**src/design/tdcs_pkg.sv**
```systemverilog
// shared types, constants and calendar functions of the trading day calendar stepper
package tdcs_pkg;

	localparam int HOL_ENTRIES = 32;
	localparam int HOL_AW = (HOL_ENTRIES > 1) ? $clog2(HOL_ENTRIES) : 1;

	localparam logic [13:0] YEAR_MIN = 14'd1900;
	localparam logic [13:0] YEAR_MAX = 14'd9999;
	// leap days counted up to the year before the first year
	localparam logic [13:0] LEAPS_BASE = 14'd460;

	typedef enum logic [2:0] {
		CMD_LOAD = 3'd0,
		CMD_ADD_DAYS = 3'd1,
		CMD_SUB_DAYS = 3'd2,
		CMD_ADD_TRADE = 3'd3,
		CMD_SUB_TRADE = 3'd4,
		CMD_HOL_SET = 3'd5,
		CMD_HOL_CLR = 3'd6,
		CMD_NOP = 3'd7
	} cmd_e;

	typedef struct packed {
		logic [2:0] command;
		logic [13:0] in_year;
		logic [3:0] in_month;
		logic [4:0] in_day;
		logic [9:0] day_count;
		logic [4:0] holiday_slot;
	} req_t;

	typedef struct packed {
		logic [13:0] out_year;
		logic [3:0] out_month;
		logic [4:0] out_day;
		logic [2:0] weekday;
		logic trading_day;
		logic error;
	} rsp_t;

	typedef struct packed {
		logic [13:0] year;
		logic [3:0] month;
		logic [4:0] day;
	} hol_date_t;

	typedef struct packed {
		logic [13:0] year;
		logic [3:0] month;
		logic [4:0] day;
		logic [2:0] wd;
	} date_t;

	// floor(y / 100) by reciprocal, exact for all 14-bit values
	function automatic logic [7:0] div100(input logic [13:0] y);
		logic [26:0] p;
		p = 27'(y) * 27'd5243;
		return p[26:19];
	endfunction

	function automatic logic is_leap(input logic [13:0] y);
		logic [7:0] q;
		logic [13:0] r;
		q = div100(y);
		r = y - 14'(q) * 14'd100;
		return (y[1:0] == 2'b00) && ((r != 14'd0) || (q[1:0] == 2'b00));
	endfunction

	function automatic logic [4:0] month_days(input logic leap, input logic [3:0] m);
		logic [4:0] len;
		case (m)
			4'd2: len = leap ? 5'd29 : 5'd28;
			4'd4, 4'd6, 4'd9, 4'd11: len = 5'd30;
			default: len = 5'd31;
		endcase
		return len;
	endfunction

	// days of the year before the first of month m
	function automatic logic [8:0] days_before(input logic leap, input logic [3:0] m);
		logic [8:0] n;
		case (m)
			4'd1: n = 9'd0;
			4'd2: n = 9'd31;
			4'd3: n = 9'd59;
			4'd4: n = 9'd90;
			4'd5: n = 9'd120;
			4'd6: n = 9'd151;
			4'd7: n = 9'd181;
			4'd8: n = 9'd212;
			4'd9: n = 9'd243;
			4'd10: n = 9'd273;
			4'd11: n = 9'd304;
			default: n = 9'd334;
		endcase
		if (leap && (m > 4'd2)) begin
			n = n + 9'd1;
		end
		return n;
	endfunction

	function automatic logic date_ok(input logic [13:0] y, input logic [3:0] m,
			input logic [4:0] d);
		return (y >= YEAR_MIN) && (y <= YEAR_MAX) && (m >= 4'd1) && (m <= 4'd12) &&
			(d >= 5'd1) && (d <= month_days(is_leap(y), m));
	endfunction

endpackage

```
**src/design/tdcs_hol_ram.sv**
```systemverilog
// holiday date memory: one write port, one registered read port
module tdcs_hol_ram (
	input logic clk,
	input logic we,
	input logic [tdcs_pkg::HOL_AW-1:0] waddr,
	input tdcs_pkg::hol_date_t wdata,
	input logic re,
	input logic [tdcs_pkg::HOL_AW-1:0] raddr,
	output tdcs_pkg::hol_date_t rdata
);
	import tdcs_pkg::*;

	hol_date_t mem_q [HOL_ENTRIES];

	// write port
	always_ff @(posedge clk) begin
		if (we) begin
			mem_q[waddr] <= wdata;
		end
	end

	// read port, registered
	always_ff @(posedge clk) begin
		if (re) begin
			rdata <= mem_q[raddr];
		end
	end

endmodule

```
**src/design/tdcs_day_step.sv**
```systemverilog
// one calendar day forward or back, with range check
module tdcs_day_step (
	input tdcs_pkg::date_t cur,
	input logic fwd,
	output tdcs_pkg::date_t nxt,
	output logic ok
);
	import tdcs_pkg::*;

	logic leap;
	logic [4:0] len_cur;
	logic [4:0] len_prev;

	assign leap = is_leap(cur.year);
	assign len_cur = month_days(leap, cur.month);
	assign len_prev = month_days(leap, cur.month - 4'd1);

	// next or previous date
	always_comb begin
		nxt = cur;
		if (fwd) begin
			ok = !((cur.year >= YEAR_MAX) && (cur.month == 4'd12) && (cur.day == 5'd31));
			if (cur.day >= len_cur) begin
				nxt.day = 5'd1;
				if (cur.month >= 4'd12) begin
					nxt.month = 4'd1;
					nxt.year = cur.year + 14'd1;
				end else begin
					nxt.month = cur.month + 4'd1;
				end
			end else begin
				nxt.day = cur.day + 5'd1;
			end
			nxt.wd = (cur.wd >= 3'd6) ? 3'd0 : cur.wd + 3'd1;
		end else begin
			ok = !((cur.year <= YEAR_MIN) && (cur.month == 4'd1) && (cur.day == 5'd1));
			if (cur.day > 5'd1) begin
				nxt.day = cur.day - 5'd1;
			end else if (cur.month <= 4'd1) begin
				nxt.month = 4'd12;
				nxt.day = 5'd31;
				nxt.year = cur.year - 14'd1;
			end else begin
				nxt.month = cur.month - 4'd1;
				nxt.day = len_prev;
			end
			nxt.wd = (cur.wd == 3'd0) ? 3'd6 : cur.wd - 3'd1;
		end
	end

endmodule

```
**src/design/trading_day_calendar_stepper_core.sv**
```systemverilog
// top level of the trading day calendar stepper: command sequencer and holiday scan
//
// One command goes in on the req channel (req_valid, req_stall, req) and one
// result comes back on the rsp channel (rsp_valid, rsp_stall, rsp) for every
// command. Commands are taken one at a time: req_stall is high from the
// transfer until the result has been written into the output register.
// Every result needs a holiday check of the final date, which reads the
// holiday memory one entry a cycle; a weekend date skips the memory scan.
// A calendar move steps through the days one at a time, and a load works
// out the weekday from the date before the check. A trading move costs one
// check for every date visited, plus the final check, so latency grows with
// the count and the weekends and holidays crossed.
// Results wait in the output register while rsp_stall is high; a new command
// can be taken meanwhile, and its result is held back until the register frees.
// After reset the date is 1900-01-01, a Monday, and all holiday entries are
// invalid; no clearing pass is needed since the valid bits are flip-flops.
module trading_day_calendar_stepper_core (
	input logic clk,
	input logic arst_n,
	input logic req_valid,
	output logic req_stall,
	input tdcs_pkg::req_t req,
	output logic rsp_valid,
	input logic rsp_stall,
	output tdcs_pkg::rsp_t rsp
);
	import tdcs_pkg::*;

	typedef enum logic [2:0] {
		S_IDLE, S_DISP, S_LD1, S_LD2, S_CAL, S_CHK, S_SCAN, S_OUT
	} state_t;

	localparam logic [HOL_AW-1:0] LAST_SLOT = HOL_AW'(HOL_ENTRIES - 1);

	state_t state_q;
	req_t req_q;
	date_t cur_q;
	date_t w_q;
	logic [9:0] cnt_q;
	logic fwd_q;
	logic err_q;
	logic fin_q;
	logic trade_q;
	logic [13:0] ld_x_q;
	logic [HOL_ENTRIES-1:0] hvalid_q;
	logic issuing_q;
	logic [HOL_AW-1:0] ptr_q;
	logic rv_s1;
	logic [HOL_AW-1:0] addr_s1;
	logic hit_q;
	logic rsp_valid_q;
	rsp_t rsp_q;

	date_t stp_next;
	logic stp_ok;
	hol_date_t rdata;
	logic slot_ok;
	logic req_date_ok;
	logic ram_we;
	logic ram_re;
	logic match;
	logic weekend;
	logic chk_fire;
	logic chk_trade;
	logic out_load;
	logic [13:0] ld_x;
	logic [13:0] n_prev;
	logic [7:0] q100;
	logic [27:0] prod7;
	logic [11:0] q7;
	logic [13:0] r7;

	tdcs_day_step u_step (
		.cur(w_q),
		.fwd(fwd_q),
		.nxt(stp_next),
		.ok(stp_ok)
	);

	tdcs_hol_ram u_ram (
		.clk(clk),
		.we(ram_we),
		.waddr(HOL_AW'(req_q.holiday_slot)),
		.wdata({req_q.in_year, req_q.in_month, req_q.in_day}),
		.re(ram_re),
		.raddr(ptr_q),
		.rdata(rdata)
	);

	// command checks
	assign slot_ok = (32'(req_q.holiday_slot) < HOL_ENTRIES);
	assign req_date_ok = date_ok(req_q.in_year, req_q.in_month, req_q.in_day);
	assign ram_we = (state_q == S_DISP) && (cmd_e'(req_q.command) == CMD_HOL_SET) &&
		slot_ok && req_date_ok;
	assign ram_re = (state_q == S_SCAN) && issuing_q;

	// value equal modulo 7 to the day count since the base date plus one, for the weekday of a load
	assign n_prev = req_q.in_year - 14'd1;
	assign q100 = div100(n_prev);
	assign ld_x = (req_q.in_year - YEAR_MIN) + (n_prev >> 2) - 14'(q100) + 14'(q100 >> 2)
		- LEAPS_BASE + 14'(days_before(is_leap(req_q.in_year), req_q.in_month))
		+ 14'(req_q.in_day);

	// modulo 7 by reciprocal
	assign prod7 = 28'(ld_x_q) * 28'd9363;
	assign q7 = prod7[27:16];
	assign r7 = ld_x_q - 14'(q7) * 14'd7;

	// trading check of the working date
	assign weekend = (w_q.wd == 3'd0) || (w_q.wd == 3'd6);
	assign match = hvalid_q[addr_s1] && (rdata == {w_q.year, w_q.month, w_q.day});
	assign chk_fire = ((state_q == S_CHK) && weekend) ||
		((state_q == S_SCAN) && rv_s1 && (addr_s1 == LAST_SLOT));
	assign chk_trade = (state_q == S_CHK) ? 1'b0 : !(hit_q || match);

	// result enters the output register
	assign out_load = (state_q == S_OUT) && (!rsp_valid_q || !rsp_stall);

	assign req_stall = (state_q != S_IDLE);
	assign rsp_valid = rsp_valid_q;
	assign rsp = rsp_q;

	// sequencer
	always_ff @(posedge clk or negedge arst_n) begin
		if (!arst_n) begin
			state_q <= S_IDLE;
			cur_q <= '{year: YEAR_MIN, month: 4'd1, day: 5'd1, wd: 3'd1};
			w_q <= '{year: YEAR_MIN, month: 4'd1, day: 5'd1, wd: 3'd1};
			hvalid_q <= '0;
			issuing_q <= 1'b0;
			rv_s1 <= 1'b0;
			rsp_valid_q <= 1'b0;
			err_q <= 1'b0;
			fin_q <= 1'b0;
		end else begin
			// output register
			if (out_load) begin
				rsp_valid_q <= 1'b1;
			end else if (rsp_valid_q && !rsp_stall) begin
				rsp_valid_q <= 1'b0;
			end
			rv_s1 <= ram_re;
			addr_s1 <= ptr_q;
			if (ram_re) begin
				ptr_q <= ptr_q + HOL_AW'(1);
				if (ptr_q == LAST_SLOT) begin
					issuing_q <= 1'b0;
				end
			end
			if (rv_s1 && match) begin
				hit_q <= 1'b1;
			end

			if (chk_fire) begin
				// decision after a trading check
				if (fin_q) begin
					trade_q <= chk_trade;
					state_q <= S_OUT;
				end else if (!chk_trade || (cnt_q != 10'd0)) begin
					if (chk_trade) begin
						cnt_q <= cnt_q - 10'd1;
					end
					if (stp_ok) begin
						w_q <= stp_next;
						state_q <= S_CHK;
					end else begin
						err_q <= 1'b1;
						w_q <= cur_q;
						fin_q <= 1'b1;
						state_q <= S_CHK;
					end
				end else begin
					cur_q <= w_q;
					fin_q <= 1'b1;
					state_q <= S_CHK;
				end
			end else begin
				case (state_q)
					S_IDLE: begin
						if (req_valid) begin
							req_q <= req;
							err_q <= 1'b0;
							fin_q <= 1'b0;
							w_q <= cur_q;
							state_q <= S_DISP;
						end
					end
					S_DISP: begin
						cnt_q <= req_q.day_count;
						case (cmd_e'(req_q.command))
							CMD_LOAD: begin
								if (req_date_ok) begin
									state_q <= S_LD1;
								end else begin
									err_q <= 1'b1;
									fin_q <= 1'b1;
									state_q <= S_CHK;
								end
							end
							CMD_ADD_DAYS, CMD_SUB_DAYS: begin
								fwd_q <= (cmd_e'(req_q.command) == CMD_ADD_DAYS);
								state_q <= S_CAL;
							end
							CMD_ADD_TRADE, CMD_SUB_TRADE: begin
								fwd_q <= (cmd_e'(req_q.command) == CMD_ADD_TRADE);
								state_q <= S_CHK;
							end
							CMD_HOL_SET: begin
								if (ram_we) begin
									hvalid_q[HOL_AW'(req_q.holiday_slot)] <= 1'b1;
								end else begin
									err_q <= 1'b1;
								end
								fin_q <= 1'b1;
								state_q <= S_CHK;
							end
							CMD_HOL_CLR: begin
								if (slot_ok) begin
									hvalid_q[HOL_AW'(req_q.holiday_slot)] <= 1'b0;
								end else begin
									err_q <= 1'b1;
								end
								fin_q <= 1'b1;
								state_q <= S_CHK;
							end
							default: begin
								fin_q <= 1'b1;
								state_q <= S_CHK;
							end
						endcase
					end
					S_LD1: begin
						ld_x_q <= ld_x;
						state_q <= S_LD2;
					end
					S_LD2: begin
						w_q <= '{year: req_q.in_year, month: req_q.in_month,
							day: req_q.in_day, wd: r7[2:0]};
						cur_q <= '{year: req_q.in_year, month: req_q.in_month,
							day: req_q.in_day, wd: r7[2:0]};
						fin_q <= 1'b1;
						state_q <= S_CHK;
					end
					S_CAL: begin
						// one calendar day per cycle
						if (cnt_q == 10'd0) begin
							cur_q <= w_q;
							fin_q <= 1'b1;
							state_q <= S_CHK;
						end else if (stp_ok) begin
							w_q <= stp_next;
							cnt_q <= cnt_q - 10'd1;
						end else begin
							err_q <= 1'b1;
							w_q <= cur_q;
							fin_q <= 1'b1;
							state_q <= S_CHK;
						end
					end
					S_CHK: begin
						// weekdays need a holiday scan
						issuing_q <= 1'b1;
						ptr_q <= '0;
						hit_q <= 1'b0;
						state_q <= S_SCAN;
					end
					S_SCAN: begin
					end
					S_OUT: begin
						if (out_load) begin
							rsp_q <= '{out_year: cur_q.year, out_month: cur_q.month,
								out_day: cur_q.day, weekday: cur_q.wd,
								trading_day: trade_q, error: err_q};
							state_q <= S_IDLE;
						end
					end
					default: begin
						state_q <= S_IDLE;
					end
				endcase
			end
		end
	end

endmodule
```
**config.mk**
```make
export PLATFORM = sky130hd
export DESIGN_NAME = trading_day_calendar_stepper_core
export DESIGN_NICKNAME = d
export VERILOG_FILES = /design/src/design/tdcs_pkg.sv /design/src/design/tdcs_hol_ram.sv /design/src/design/tdcs_day_step.sv /design/src/design/trading_day_calendar_stepper_core.sv
export SDC_FILE = /design/constraint.sdc
export NUM_CORES = 2
export LEC_CHECK = 0
export BUFFER_PORTS_ARGS = -buffer_cell sky130_fd_sc_hd__buf_2
export CAP_MARGIN = 25
export CORE_MARGIN = 5
export CORE_UTILIZATION = 61
export CTS_BUF_LIST = sky130_fd_sc_hd__clkbuf_2
export DETAILED_ROUTE_END_ITERATION = 8
export PLACE_DENSITY = 0.78
export SYNTH_ARGS = -nofsm -noshare
export SYNTH_HDL_FRONTEND = slang
export SYNTH_SLANG_ARGS = --single-unit
```
**constraint.sdc**
```tcl
create_clock -name clk -period 28.4 [get_ports clk]
set_clock_uncertainty 0.15 [all_clocks]
set_input_delay 1.42 -clock clk [delete_from_list [all_inputs] [get_ports clk]]
set_output_delay 1.42 -clock clk [all_outputs]
set_load 0.01 [all_outputs]
```
==> metrics.cfg <==
[cts]
cts_buffers=224
cts_sinks=966
clk_pin_slew_ns=0.10
htree_levels=4
ctsResizeCount=0
clock_path_buffers=3
cts_root_buf=clkbuf_2
worstSkewPairLatency_ns=1.52
tritoncts=done

[timing]
setup_ws_ns=13.48
finalSetupViolCount=0
fmax_ghz=0.06701
final_max_slew_viol_count=0
period_share_pct=52.54
maxSlewHeadroom_pct=29.67
setup_tns_ns=0
min_period_ns=14.92
rsz0062_at_grt=no
tightest_slew_ns=1.055
worst_hold_slack_ns=0.2548
hold_violations=0

[grt]
grt_pass1_wl_um=201900
grt_overflow=0
antenna_found_initial=6
grt_max_degree=112
grt_pass1_vias=34080
groute.usage.overall_pct=27.66

[cells_and_area]
multi_input_area_um2=24550
syn2layout_area_growth_pct=8.454
final_util_pct=66.62
ff_latch_area_um2=28480
drive_gt1_share_pct=21.34
nets=4911
fillers=6287

[placed_design]
dpl_worst_slack_ns=13.58
place_congestion=0.8975
dp_hpwl_um=88070
place.port_buffers=74

[synthesis]
avgSynthCellArea_um2=14.63
synthArstFlopShare_pct=9.524
synth.most_common_cell=edfxtp_1
yosysTopAreaCell=edfxtp_1
ys_warn_count=0
syn_nets=4608
synth_top_area_share_pct=46.98
synthDistinctLibCells=82
yosysSeqAreaShare_pct=51.51
synth_area_leaders=edfxtp_1 (47%), ha_1 (12%), mux4_2 (9.7%)
synth_edf_count=865
syn_inst=3780
synth_flop_cell=edfxtp_1
synth_area_um2=55290
ys_ff_latch=966
synth_commonest_cells=edfxtp_1 (865), ha_1 (535), inv_1 (506)

[floorplan]
ios=75
start_util_pct=61.43
die_w_um=311.1
rows=110
core-area_um2=90010
dieHeight_um=311.1
dieArea_um2=96770

[route]
dr_total_vias=32670
wl_per_cell_um=24.32
drt_iter0_drc=3166
ant_nets=0
first_pass_iters=6
wl_um=132500
drc=0
viasPerCell=5.995

[setup_path]
slowest_stage=nor4_1
crit_path_max_incr_delay_ns=0.99
startpoint_type=register
critPathMaxFanout=43
crit_path_end_kind=register
crit_type=register to register
required_ns=29.31
worstPathArrival_ns=15.83

[job]
cap_violations=0

[status]
status=finished, final reports clean

[hold_path]
hold_class=register to register

## metrics by stage
stage	cell area, µm²	cells
floorplan	55290	3780
global route	59970	5449
finish	59970	5449
CTS	59930	5443
detailed placement	57380	4988
global placement	57380	4988
## cell families (layout without fill, tap and decap cells)
kind of cell / count (synthesis) / after routing / share of synthesized area [%]
compound gates: 409 / 409 / 5.003
xor+xnor: 146 / 146 / 2.313
fa+ha+maj: 783 / 783 / 21.08
buf+inv: 627 / 1116 / 4.354
flops: 966 / 966 / 51.51
mux: 312 / 312 / 11.14
other cells: 0 / 4 / 0
simple gates: 537 / 537 / 4.594
## worst paths after layout
check / startpoint / to / slack (ns) / depth (start not counted)
min reg2reg: trade_q$_DFFE_PP_ / rsp[1]$_DFFE_PP_ / 0.25 / 0
min: trade_q$_DFFE_PP_ / rsp[1]$_DFFE_PP_ / 0.25 / 0
max reg2reg: req_q[28]$_DFFE_PP_ / u_ram.mem_q[16][6]$_DFFE_PP_ / 13.48 / 50
min in group asynchronous: arst_n / cur_q[7]$_DFFE_PN0P_ / 0.31 / 2
max in group asynchronous: arst_n / async pin / 26.37 / 3
max: req_q[28]$_DFFE_PP_ / u_ram.mem_q[16][6]$_DFFE_PP_ / 13.48 / 50
## cell usage in the layout, fill, tap and decap left out, types with 35 or more instances in the layout
cell           count
nor2_2            54
clkbuf_2         320
o21ai_0           82
nor2_1           120
nand3_1           47
a21oi_1           87
mux2_2            38
dlygate4sd3_1     43
fa_1             248
dfrtp_1           72
mux4_2           239
xnor2_1          100
nor3_1            35
ha_1             535
edfxtp_1         865
buf_4             78
mux2i_1           35
clkinv_1          64
buf_2             73
inv_1            505
nand2_1          153
xor2_1            46
## worst max-delay path: cells and delay by family (launching register included)
family	cells	cell delay, ns
XOR/XNOR	2	0.29
buffers and inverters	9	1.47
flip-flops	1	0.34
AO/OA/AOI/OAI	16	3.10
AND/OR/NAND/NOR	11	4.48
adder cells (fa/ha/maj)	12	4.58
## layout make-up
type / instances / area share (%)
inverter: 507 / 3.173
tap: 1176 / 2.454
multi-input combinational: 2187 / 40.94
sequential: 966 / 47.50
timing repair buffer: 197 / 2.379
clock buffer: 319 / 2.662
clock inverter: 93 / 0.8826
antenna: 4 / 0.01669
## routing by layer
| layer | track usage [%] | routed length [µm] |
|---|---|---|
| met5 | 0 | 58 |
| met4 | 10.82 | 5186 |
| met3 | 8.112 | 13710 |
| met2 | 44.24 | 62920 |
| met1 | 36.28 | 50620 |
## registers in the layout, indices dropped and copies added, names as in the netlist, 3 cells and up, named ones only
| signal | flops |
|---|---|
| state_q | 3 |
| u_ram.mem_q | 736 |
| cur_q | 26 |
| addr_s1 | 5 |
| u_ram.rdata | 23 |
| req_q | 41 |
| ptr_q | 5 |
| cnt_q | 10 |
| w_q | 26 |
| ld_x_q | 14 |
| rsp | 28 |
## repair_timing
action                                  CTS  global route
hold buffers                             43             0
buffers inserted                          0             0
endpoints found under the setup margin    0             0
endpoints found under the hold margin    83             0
Power is left out: the tool's default activity adds up to more than one toggle a clock period on the data nets, which glitch-free logic cannot reach.
